<file path="src/rtl/core/sat_pkg.sv">
// Shared types and codes for the sorted address table.
`timescale 1ns / 1ps

package sat_pkg;

	localparam logic [2:0] KIND_INSERT = 3'd0;
	localparam logic [2:0] KIND_LOOKUP = 3'd1;
	localparam logic [2:0] KIND_DELETE = 3'd2;
	localparam logic [2:0] KIND_READ   = 3'd3;
	localparam logic [2:0] KIND_CLEAR  = 3'd4;

	localparam logic [2:0] STAT_INSERTED  = 3'd0;
	localparam logic [2:0] STAT_REPLACED  = 3'd1;
	localparam logic [2:0] STAT_FOUND     = 3'd2;
	localparam logic [2:0] STAT_DELETED   = 3'd3;
	localparam logic [2:0] STAT_NOT_FOUND = 3'd4;
	localparam logic [2:0] STAT_FULL      = 3'd5;
	localparam logic [2:0] STAT_RANGE     = 3'd6;
	localparam logic [2:0] STAT_CLEARED   = 3'd7;

	typedef struct packed {
		logic [2:0]  kind;
		logic [31:0] key_address;
		logic [31:0] name_handle;
		logic [5:0]  position;
	} sat_req_t;

	typedef struct packed {
		logic [2:0]  status;
		logic [31:0] entry_address;
		logic [31:0] entry_handle;
		logic [6:0]  entry_count;
	} sat_rsp_t;

	typedef struct packed {
		logic [31:0] address;
		logic [31:0] handle;
	} sat_entry_t;

endpackage

</file>
<file path="src/rtl/core/sorted_address_table_unit.sv">
// Sorted address table: one entry memory, a binary search and a shift sequencer.
// Lookup runs a probe loop through S_PROBE and S_CMP around the registered read of
// the entry memory. Insert and delete then shift the entries above the slot, one
// at a time; read by index waits for its memory read, and clear and unused kinds
// go straight to the finishing state.
// One word is worked on at a time.
// Reset clears the fill count and the handshake state; the memory is not cleared.
`timescale 1ns / 1ps

module sorted_address_table_unit
	import sat_pkg::*;
#(
	parameter int TABLE_DEPTH = 64
) (
	input  logic     clk,
	input  logic     arst_n,
	input  logic     req_valid,
	output logic     req_stall,
	input  sat_req_t req,
	output logic     rsp_valid,
	input  logic     rsp_stall,
	output sat_rsp_t rsp
);

	// Index width into the memory, and count width that can hold the depth itself.
	localparam int AW = (TABLE_DEPTH > 1) ? $clog2(TABLE_DEPTH) : 1;
	localparam int CW = $clog2(TABLE_DEPTH + 1);
	// Width used to compare the 6-bit read position against the fill count.
	localparam int PW = (CW > 6) ? CW : 6;

	// Sequencer states.
	localparam logic [2:0] S_IDLE   = 3'd0;
	localparam logic [2:0] S_PROBE  = 3'd1;
	localparam logic [2:0] S_CMP    = 3'd2;
	localparam logic [2:0] S_DECIDE = 3'd3;
	localparam logic [2:0] S_SHUP   = 3'd4;
	localparam logic [2:0] S_SHDN   = 3'd5;
	localparam logic [2:0] S_RDWAIT = 3'd6;
	localparam logic [2:0] S_DONE   = 3'd7;

	// The entry memory holds (address, handle) pairs in ascending address order.
	// Only slots below the fill count are ever read in a way that reaches a result.
	sat_entry_t mem [TABLE_DEPTH];
	sat_entry_t rdata_q;
	logic [AW-1:0] mem_ra;
	logic [AW-1:0] mem_wa;
	sat_entry_t    mem_wd;
	logic          mem_we;

	always_ff @(posedge clk) begin
		if (mem_we) begin
			mem[mem_wa] <= mem_wd;
		end
		rdata_q <= mem[mem_ra];
	end

	logic [2:0]    state_q;
	logic [CW-1:0] fill_q;
	sat_req_t      req_q;
	// Binary search bounds; lo_q ends as the lower bound of the key.
	logic [CW-1:0] lo_q;
	logic [CW-1:0] hi_q;
	logic [CW-1:0] mid_q;
	// Set when the entry at hi_q holds the key, with that entry's handle.
	logic          eq_q;
	logic [31:0]   hnd_q;
	// Shift cursor, plus the write slot of the word read in the previous cycle.
	logic [CW-1:0] cur_q;
	logic          pend_s1;
	logic [AW-1:0] wt_s1;
	// Result being built for the current word.
	logic [2:0]    res_status_q;
	logic [31:0]   res_addr_q;
	logic [31:0]   res_handle_q;
	logic          rsp_valid_q;
	sat_rsp_t      rsp_q;

	logic          accept;
	logic [CW-1:0] mid;
	logic          pos_ok;
	logic          rsp_free;
	logic [CW+6:0] cnt_ext;

	assign accept    = req_valid && !req_stall;
	assign req_stall = (state_q != S_IDLE);
	assign mid       = lo_q + ((hi_q - lo_q) >> 1);
	assign pos_ok    = PW'(req.position) < PW'(fill_q);
	// The output register is free when empty or being emptied this cycle.
	assign rsp_free  = !rsp_valid_q || !rsp_stall;
	assign cnt_ext   = (CW + 7)'(fill_q);
	assign rsp_valid = rsp_valid_q;
	assign rsp       = rsp_q;

	// Memory port selection. The read port runs every cycle; only the states
	// below use the data that comes back.
	always_comb begin
		mem_ra = '0;
		mem_we = 1'b0;
		mem_wa = '0;
		mem_wd = '0;
		case (state_q)
			S_IDLE: begin
				mem_ra = AW'(req.position);
			end
			S_PROBE: begin
				mem_ra = AW'(mid);
			end
			S_DECIDE: begin
				// Insert of an address that is already held overwrites the handle.
				if (req_q.kind == KIND_INSERT && eq_q) begin
					mem_we = 1'b1;
					mem_wa = AW'(lo_q);
					mem_wd = '{address: req_q.key_address, handle: req_q.name_handle};
				end
			end
			S_SHUP: begin
				mem_ra = AW'(cur_q - CW'(1));
				if (pend_s1) begin
					mem_we = 1'b1;
					mem_wa = wt_s1;
					mem_wd = rdata_q;
				end else if (cur_q == lo_q) begin
					// Gap is open at the lower bound: place the new entry.
					mem_we = 1'b1;
					mem_wa = AW'(lo_q);
					mem_wd = '{address: req_q.key_address, handle: req_q.name_handle};
				end
			end
			S_SHDN: begin
				mem_ra = AW'(cur_q);
				if (pend_s1) begin
					mem_we = 1'b1;
					mem_wa = wt_s1;
					mem_wd = rdata_q;
				end
			end
			default: begin
			end
		endcase
	end

	always_ff @(posedge clk or negedge arst_n) begin
		if (!arst_n) begin
			state_q     <= S_IDLE;
			fill_q      <= '0;
			pend_s1     <= 1'b0;
			rsp_valid_q <= 1'b0;
		end else begin
			// A finished word reloads the output register; otherwise a taken word empties it.
			if (state_q == S_DONE && rsp_free) begin
				rsp_valid_q <= 1'b1;
			end else if (rsp_valid_q && !rsp_stall) begin
				rsp_valid_q <= 1'b0;
			end
			case (state_q)
				S_IDLE: begin
					if (accept) begin
						lo_q         <= '0;
						hi_q         <= fill_q;
						eq_q         <= 1'b0;
						res_addr_q   <= '0;
						res_handle_q <= '0;
						case (req.kind)
							KIND_INSERT, KIND_LOOKUP, KIND_DELETE: begin
								state_q <= S_PROBE;
							end
							KIND_READ: begin
								if (pos_ok) begin
									res_status_q <= STAT_FOUND;
									state_q      <= S_RDWAIT;
								end else begin
									res_status_q <= STAT_RANGE;
									state_q      <= S_DONE;
								end
							end
							KIND_CLEAR: begin
								fill_q       <= '0;
								res_status_q <= STAT_CLEARED;
								state_q      <= S_DONE;
							end
							default: begin
								res_status_q <= STAT_NOT_FOUND;
								state_q      <= S_DONE;
							end
						endcase
					end
				end
				S_PROBE: begin
					mid_q <= mid;
					if (lo_q < hi_q) begin
						state_q <= S_CMP;
					end else begin
						state_q <= S_DECIDE;
					end
				end
				S_CMP: begin
					if (rdata_q.address < req_q.key_address) begin
						lo_q <= mid_q + CW'(1);
					end else begin
						hi_q  <= mid_q;
						eq_q  <= (rdata_q.address == req_q.key_address);
						hnd_q <= rdata_q.handle;
					end
					state_q <= S_PROBE;
				end
				S_DECIDE: begin
					pend_s1 <= 1'b0;
					case (req_q.kind)
						KIND_INSERT: begin
							if (eq_q) begin
								res_status_q <= STAT_REPLACED;
								res_addr_q   <= req_q.key_address;
								res_handle_q <= req_q.name_handle;
								state_q      <= S_DONE;
							end else if (fill_q >= CW'(TABLE_DEPTH)) begin
								res_status_q <= STAT_FULL;
								state_q      <= S_DONE;
							end else begin
								res_status_q <= STAT_INSERTED;
								res_addr_q   <= req_q.key_address;
								res_handle_q <= req_q.name_handle;
								cur_q        <= fill_q;
								state_q      <= S_SHUP;
							end
						end
						KIND_LOOKUP: begin
							if (eq_q) begin
								res_status_q <= STAT_FOUND;
								res_addr_q   <= req_q.key_address;
								res_handle_q <= hnd_q;
							end else begin
								res_status_q <= STAT_NOT_FOUND;
							end
							state_q <= S_DONE;
						end
						default: begin
							if (eq_q) begin
								res_status_q <= STAT_DELETED;
								res_addr_q   <= req_q.key_address;
								res_handle_q <= hnd_q;
								cur_q        <= lo_q + CW'(1);
								state_q      <= S_SHDN;
							end else begin
								res_status_q <= STAT_NOT_FOUND;
								state_q      <= S_DONE;
							end
						end
					endcase
				end
				S_SHUP: begin
					// Move entries up one slot, highest first, one per cycle.
					if (cur_q > lo_q) begin
						pend_s1 <= 1'b1;
						wt_s1   <= AW'(cur_q);
						cur_q   <= cur_q - CW'(1);
					end else begin
						pend_s1 <= 1'b0;
						if (!pend_s1) begin
							fill_q  <= fill_q + CW'(1);
							state_q <= S_DONE;
						end
					end
				end
				S_SHDN: begin
					// Close the gap: move entries down one slot, lowest first.
					if (cur_q < fill_q) begin
						pend_s1 <= 1'b1;
						wt_s1   <= AW'(cur_q - CW'(1));
						cur_q   <= cur_q + CW'(1);
					end else begin
						pend_s1 <= 1'b0;
						if (!pend_s1) begin
							fill_q  <= fill_q - CW'(1);
							state_q <= S_DONE;
						end
					end
				end
				S_RDWAIT: begin
					res_addr_q   <= rdata_q.address;
					res_handle_q <= rdata_q.handle;
					state_q      <= S_DONE;
				end
				S_DONE: begin
					if (rsp_free) begin
						state_q <= S_IDLE;
					end
				end
				default: begin
					state_q <= S_IDLE;
				end
			endcase
		end
	end

	// Payload registers.
	always_ff @(posedge clk) begin
		if (accept) begin
			req_q <= req;
		end
		if (state_q == S_DONE && rsp_free) begin
			rsp_q <= '{status: res_status_q, entry_address: res_addr_q,
				entry_handle: res_handle_q, entry_count: cnt_ext[6:0]};
		end
	end

	// The table never holds more entries than it has slots.
	assert property (@(posedge clk) disable iff (!arst_n)
		fill_q <= CW'(TABLE_DEPTH))
	else $error("fill count exceeds table depth");

	// The memory is written only while deciding or shifting.
	assert property (@(posedge clk) disable iff (!arst_n)
		mem_we |-> (state_q == S_DECIDE || state_q == S_SHUP || state_q == S_SHDN))
	else $error("memory written outside an update");

	// Shifting up never writes at or below the insertion slot from moved data.
	assert property (@(posedge clk) disable iff (!arst_n)
		(state_q == S_SHUP && pend_s1) |-> (CW'(wt_s1) > lo_q))
	else $error("shift up overwrote the insertion slot");

	// A new response word is loaded only from the finishing state.
	assert property (@(posedge clk) disable iff (!arst_n)
		$rose(rsp_valid_q) |-> $past(state_q == S_DONE))
	else $error("response raised outside the finishing state");

endmodule
</file>
<file path="config.mk">
export PLATFORM = sky130hd
export DESIGN_NAME = sorted_address_table_unit
export DESIGN_NICKNAME = d
export VERILOG_FILES = /design/src/rtl/core/sat_pkg.sv /design/src/rtl/core/sorted_address_table_unit.sv
export SDC_FILE = /design/constraint.sdc
export NUM_CORES = 2
export LEC_CHECK = 0
export BUFFER_PORTS_ARGS = -buffer_cell sky130_fd_sc_hd__buf_2
export CAP_MARGIN = 20
export CORE_MARGIN = 8
export CORE_UTILIZATION = 50
export DETAILED_ROUTE_END_ITERATION = 12
export PLACE_DENSITY_LB_ADDON = 0.08
export SLEW_MARGIN = 30
export SYNTH_ARGS = -nofsm -noshare
export SYNTH_HDL_FRONTEND = slang
export SYNTH_SLANG_ARGS = --single-unit
</file>
<file path="constraint.sdc">
create_clock -name clk -period 6.8 [get_ports clk]
set_input_delay 0.68 -clock clk [delete_from_list [all_inputs] [get_ports clk]]
set_output_delay 0.68 -clock clk [all_outputs]
set_load 0.005 [all_outputs]
</file>
---- Word-level counts from Yosys, hierarchy flattened ----
Memories as Yosys holds them, arrays and structs flattened. A register that Yosys moved wholly into a read port is not among the register bits.
Index checks and enable logic that the tools add are counted.
W data, S select, Z words.
storage, ports and cells
  input bits .............................. 77
  output and inout bits ................... 76
  RAM bits ................................ 4096
  memories ................................ 1
  register bits after elaboration ......... 287
operators by class
  muxes and demuxes ....................... 82
  order comparisons ....................... 6
  $add $sub $neg .......................... 8
  reductions and logical operators ........ 30
  equal/unequal tests ..................... 31
  bitwise logic cells ..................... 1
memories
  memory  depth  bits a word  read ports  clocked after Yosys merged registers in  write ports  RTL line                         source
  mem     64     64           1           1                                        1            sorted_address_table_unit.sv:43  sat_entry_t mem [TABLE_DEPTH];
operators with widths
  operator               count
  $mux W32               9
  $mux W64               4
  $pmux W32 S3           2
  $pmux W64 S3           1
  $mux W7                15
  $pmux W7 S2            3
  $pmux W7 S3            2
  $mux W6                6
  $mux W3                11
  $eq A32 B32 Y1         1
  $lt A32 B32 Y1         1
  $add A7 B1 Y7 const B  4
  $ne A2 B2 Y1 const B   12
  $pmux W3 S2            4
  $pmux W3 S8            1
  $pmux W6 S4            1
  $reduce_and A4 Y1      5
  $pmux W6 S3            1
  $eq A3 B3 Y1 const B   5
  $lt A7 B7 Y1           2
  $mux W1                14
  $sub A7 B1 Y7 const B  2
  $eq A3 B2 Y1 const B   4
  $ne A3 B3 Y1 const B   4
  other kinds (26)       44

---- Longest topological paths before layout ----
  word-level depth ........................ 6
  mapped depth ............................ 22
  gate-level depth less buffers ........... 19

---- Worst setup path after synthesis ----
Ideal clock, no wire load.
  path kind ............................... register to register
  from .................................... register cur_q[5]
  to ...................................... memory mem[36][0] in the netlist's numbering, enable pin
  cell stages (with the launch flop) ...... 10
  setup slack ............................. 1.279 ns
  data required time ...................... 6.313 ns
  arrival ................................. 5.034 ns
  cells stage by stage .................... edfxtp_1 > ha_1 > and4_1 > nand4_1 > o31ai_1 > clkbuf_1 > a22oi_1 > or3_1 > clkbuf_1 > nor2_1
between the ends
  longest elaborated chain between the ends .. 6
  elaborated cells between the ends (all ways) .. 9
  classes of those cells .................. eq/ne: 1; mux: 8
RTL lines
  item                           RTL line                          source
  start: declaration             sorted_address_table_unit.sv:68   logic [CW-1:0] cur_q;
  start signal: assignment       sorted_address_table_unit.sv:222  cur_q <= fill_q;
  start signal: assignment       sorted_address_table_unit.sv:241  cur_q <= lo_q + CW'(1);
  start signal: assignment       sorted_address_table_unit.sv:255  cur_q <= cur_q - CW'(1);
  $eq A7 B7 Y1 *                 sorted_address_table_unit.sv:122  end else if (cur_q == lo_q) begin
  $mux W1                        sorted_address_table_unit.sv:122
  $mux W1                        sorted_address_table_unit.sv:118  if (pend_s1) begin
  $pmux W1 S3                    sorted_address_table_unit.sv:101  case (state_q)
  $mux W1                        sorted_address_table_unit.sv:51   if (mem_we) begin
  $mux W1 (implied by the code)  sorted_address_table_unit.sv:52   mem[mem_wa] <= mem_wd;
  end: declaration               sorted_address_table_unit.sv:43
Every way passes the cells marked *; elsewhere a longest branch is shown, timed or not.

---- Worst setup path in the final report ----
  from .................................... register lo_q[0]
  to ...................................... register, netlist name rdata_q[53]
between the ends
  longest elaborated chain between the ends .. 3
RTL lines
  item                      RTL line                          source
  start: declaration        sorted_address_table_unit.sv:61   logic [CW-1:0] lo_q;
  start signal: assignment  sorted_address_table_unit.sv:198  lo_q <= mid_q + CW'(1);
  $sub A7 B7 Y7             sorted_address_table_unit.sv:86   assign mid = lo_q + ((hi_q - lo_q) >> 1);
  $add A7 B6 Y7 *           sorted_address_table_unit.sv:86
  $pmux W6 S4 *             sorted_address_table_unit.sv:101
Marks and branches as above.
A chain may end at the register's enable or synchronous reset.

==> summary.txt <==
Global routing
  • Largest net degree at the start of global routing: roughly 160
  • Antenna violations before repair: 28
  • Vias in the first global route: 103000
  • Total gr overflow: 0
  • Total Routing Usage GR: 0.316
  • Global-route wire length before repair: 818000 um

Run status
  • Outcome: finished, final reports clean

Setup path
  • Reg2Reg Setup Slack: 1.19 ns
  • Critical Path Source Type: register
  • Critical path endpoint category: register
  • CP max stage cell: or4_1
  • Worst path max stage delay: roughly 0.55 ns
  • Crit Path Category: reg -> reg
  • Family with the most delay on the worst path: simple AND/OR/NAND/NOR gates
  • Critical path cell sequence: ha_1 > inv_1 > fa_1 > xor2_1 > inv_1 > fa_1 > nor2b_1 > o21ai_2 > buf_4 > nand2_4 > buf_12 > buf_4 > nand3_1 > a31oi_1 > o22ai_1 > or4_1
  • CP required: approximately 7.7 ns
  • Crit path DAT: ~6.5 ns
  • WP buf/inv: 5
  • Crit Path Max Fanout: 80

Route
  • Drt first pass iters: 6
  • Routed vias: 110000
  • DRC Markers: 0
  • Post-DR wirelength/cell: 34.9 um
  • Iter 0 DRT Violations: 16200
  • Final WL: 591000 um
  • Post-route ant nets: 0
  • Via/cell ratio: roughly 6.5

Power
  • Leak: around 67 nW
  • Power density cells: 475 nW/um^2
  • Worst VDD drop: between 400 and 500 uV

Placement
  • Gpl congestion: 0.854
  • Post-DP HPWL: 322000 um
  • Placed Area: approximately 180000 sq um
  • PortBufs: 152

Timing
  • Setup Skew: between 0.05 and 0.06 ns
  • Period minus WS final: between 5 and 6 ns
  • Final Hold Fails: 0
  • Max-slew violations: 0
  • Unrepaired setup endpoints after global routing: false
  • Final setup viols: 0
  • Fmax: about 180 MHz
  • Final worst path period share: 0.826
  • Worst-margin pin slew: 1.18 ns
  • Slew headroom: 0.211
  • Sum Neg Setup Slack: 0 ns

Floorplanning
  • Io pins: 153
  • Die Y: between 600 and 700 um
  • Die area: 366000 sq um
  • Core area: 346000 sq um
  • Die width: about 600 um
  • Row count: between 200 and 250
  • Initial Util: 0.502

Synth
  • Cell variety after synth: 83
  • Count leader, synth: edfxtp_1
  • Commonest cells post-synth: 4371 x edfxtp_1, 2617 x nand2_1, 844 x nand3_1
  • Sequential cell area fraction in the yosys report: 0.766
  • Syn_nets: about 12000
  • Yosys warnings: 0
  • Netlist Area Pre-Place: 173000 sq um
  • Synth top area cells: edfxtp_1 76%, nand2_1 5.7%, nand3_1 2.4%
  • Synth top area share: 0.757
  • FF+latch count, synth: between 4000 and 5000
  • Synth Instances: between 10000 and 15000
  • Share of flip-flops with an asynchronous set or reset: 0.00270
  • Post-synth EDFFs: around 4400
  • Cell type with the largest total area after synthesis: edfxtp_1
  • Avg Inst Size Synth: about 15 sq um
  • Dominant synthesized flop cell: edfxtp_1

Job
  • Max Cap Viol: 0

Clock network
  • Root buffer cell: clkbuf_16
  • Inserted Clock Buffers: ~460
  • Clk sinks: between 4000 and 5000
  • Post-CTS Setup Inserts: 0
  • Clock buffer depth: 4
  • Clock Latency Late Sink: 1.00 ns
  • CTS clk-pin slew, worst paths: ~0.060 ns
  • H-Tree Level Count: 5
  • CTS tree: yes

Cells and area
  • Share of layout cells above drive strength 1: 0.128
  • Fin area: 199000 sq um
  • Area of the multi-input gates: 38400 sq um
  • Fillcell total: 26600
  • Final-stage net count: 12100
  • Layout area overhead: 14.6%
  • FF+latch area: roughly 130000 sq um

Worst hold path
  • Hold Path Class: in -> reg
[path summary, 6_finish.rpt]
kind,startpoint,to,cells past startpoint
max in group asynchronous,arst_n,fill_q[3],2
worst max-delay path,lo_q[0],rdata_q[53],16
worst max register to register,lo_q[0],rdata_q[53],16
worst min register to register,res_handle_q[16],rsp[23],0
worst min-delay path,rsp_stall,rsp_valid,3
min in group asynchronous,arst_n,pend_s1,2
[area by class of cell]
type                            instances  area share
Clock inverter                        274      0.0137
Multi-Input combinational cell       6349       0.193
Sequential cell                      4447       0.669
Timing Repair Buffer                  616      0.0325
Inverter                               63     0.00120
Antenna cell                           15    0.000189
Tap cell                             4578      0.0288
Clock buffer                          571      0.0614
[per-layer routing]
layer / global-route usage / part of all wire / vias to the layer above
met5: 0 / 0.000061 / -
met4: 0.107 / 0.041 / 6
met3: 0.0712 / 0.12 / 1181
met2: 0.477 / 0.44 / 7054
met1: 0.455 / 0.39 / 56600
li1: - / - / 45200
[cells in the final DEF, fill, tap and decap left out, drive strengths merged, types with 147 or more instances in the layout]
cell type	synthesis	routed
edfxtp	4371	4371
nand2	2618	2618
nand3	844	844
clkbuf	364	571
buf	377	548
a21oi	515	515
mux2i	378	378
o21ai	228	228
a221oi	200	200
clkinv	1	191
a32oi	182	182
a31oi	147	147
[power breakdown]
| group | total, mW | switching, mW | internal, mW |
|---|---|---|---|
| registers | 34.1 | 1.22 | 32.8 |
| logic | 35.1 | 24.8 | 10.4 |
| clock network | 25.1 | 10.6 | 14.5 |
| total | 94.3 | 36.6 | 57.7 |
[registers in the layout, summed over array words and instances (netlist names), 6 cells and up]
name          flops
cur_q             7
fill_q            7
hi_q              7
hnd_q            32
lo_q              7
mem            4096
mid_q             7
rdata_q          64
req_q            67
res_addr_q       32
res_handle_q     32
rsp              74
wt_s1             6
[tightest hold or removal path: cells and delay by family]
kind / cells / cell delay [ns]
and+or+nand+nor: 2 / 0.21
buffers and inverters: 1 / 0.11
[cells by family after synthesis]
logic type               share of synthesized area
XOR/XNOR                                   0.00157
buffers and inverters                       0.0195
AND/OR/NAND/NOR                             0.0990
AO/OA/AOI/OAI                               0.0668
flip-flops                                   0.766
adder cells (fa/ha/maj)                    0.00561
multiplexers                                0.0414
[through the flow]
stage	util	setup WS (ns)	hold WS (ns)	total power, mW	instances
2_1_floorplan	-	1.28	0.384	54.6	11600
3_3_place_gp	0.528	1.38	0.403	68.5	16000
3_5_place_dp	0.529	1.31	0.405	68.9	16000
4_1_cts	0.574	1.28	0.0143	93.8	16900
5_1_grt	0.575	1.05	0.0509	97.5	16900
6_report	0.575	1.19	0.0781	94.3	16900
[repair_timing]
item / 4_1_cts / 5_1_grt
setup endpoints to repair: 0 / 0
hold endpoints to repair: 79 / 0
resized for setup: 0 / 0
hold buffers: 68 / 0
No activity file was read; power rests on OpenSTA's default activity.
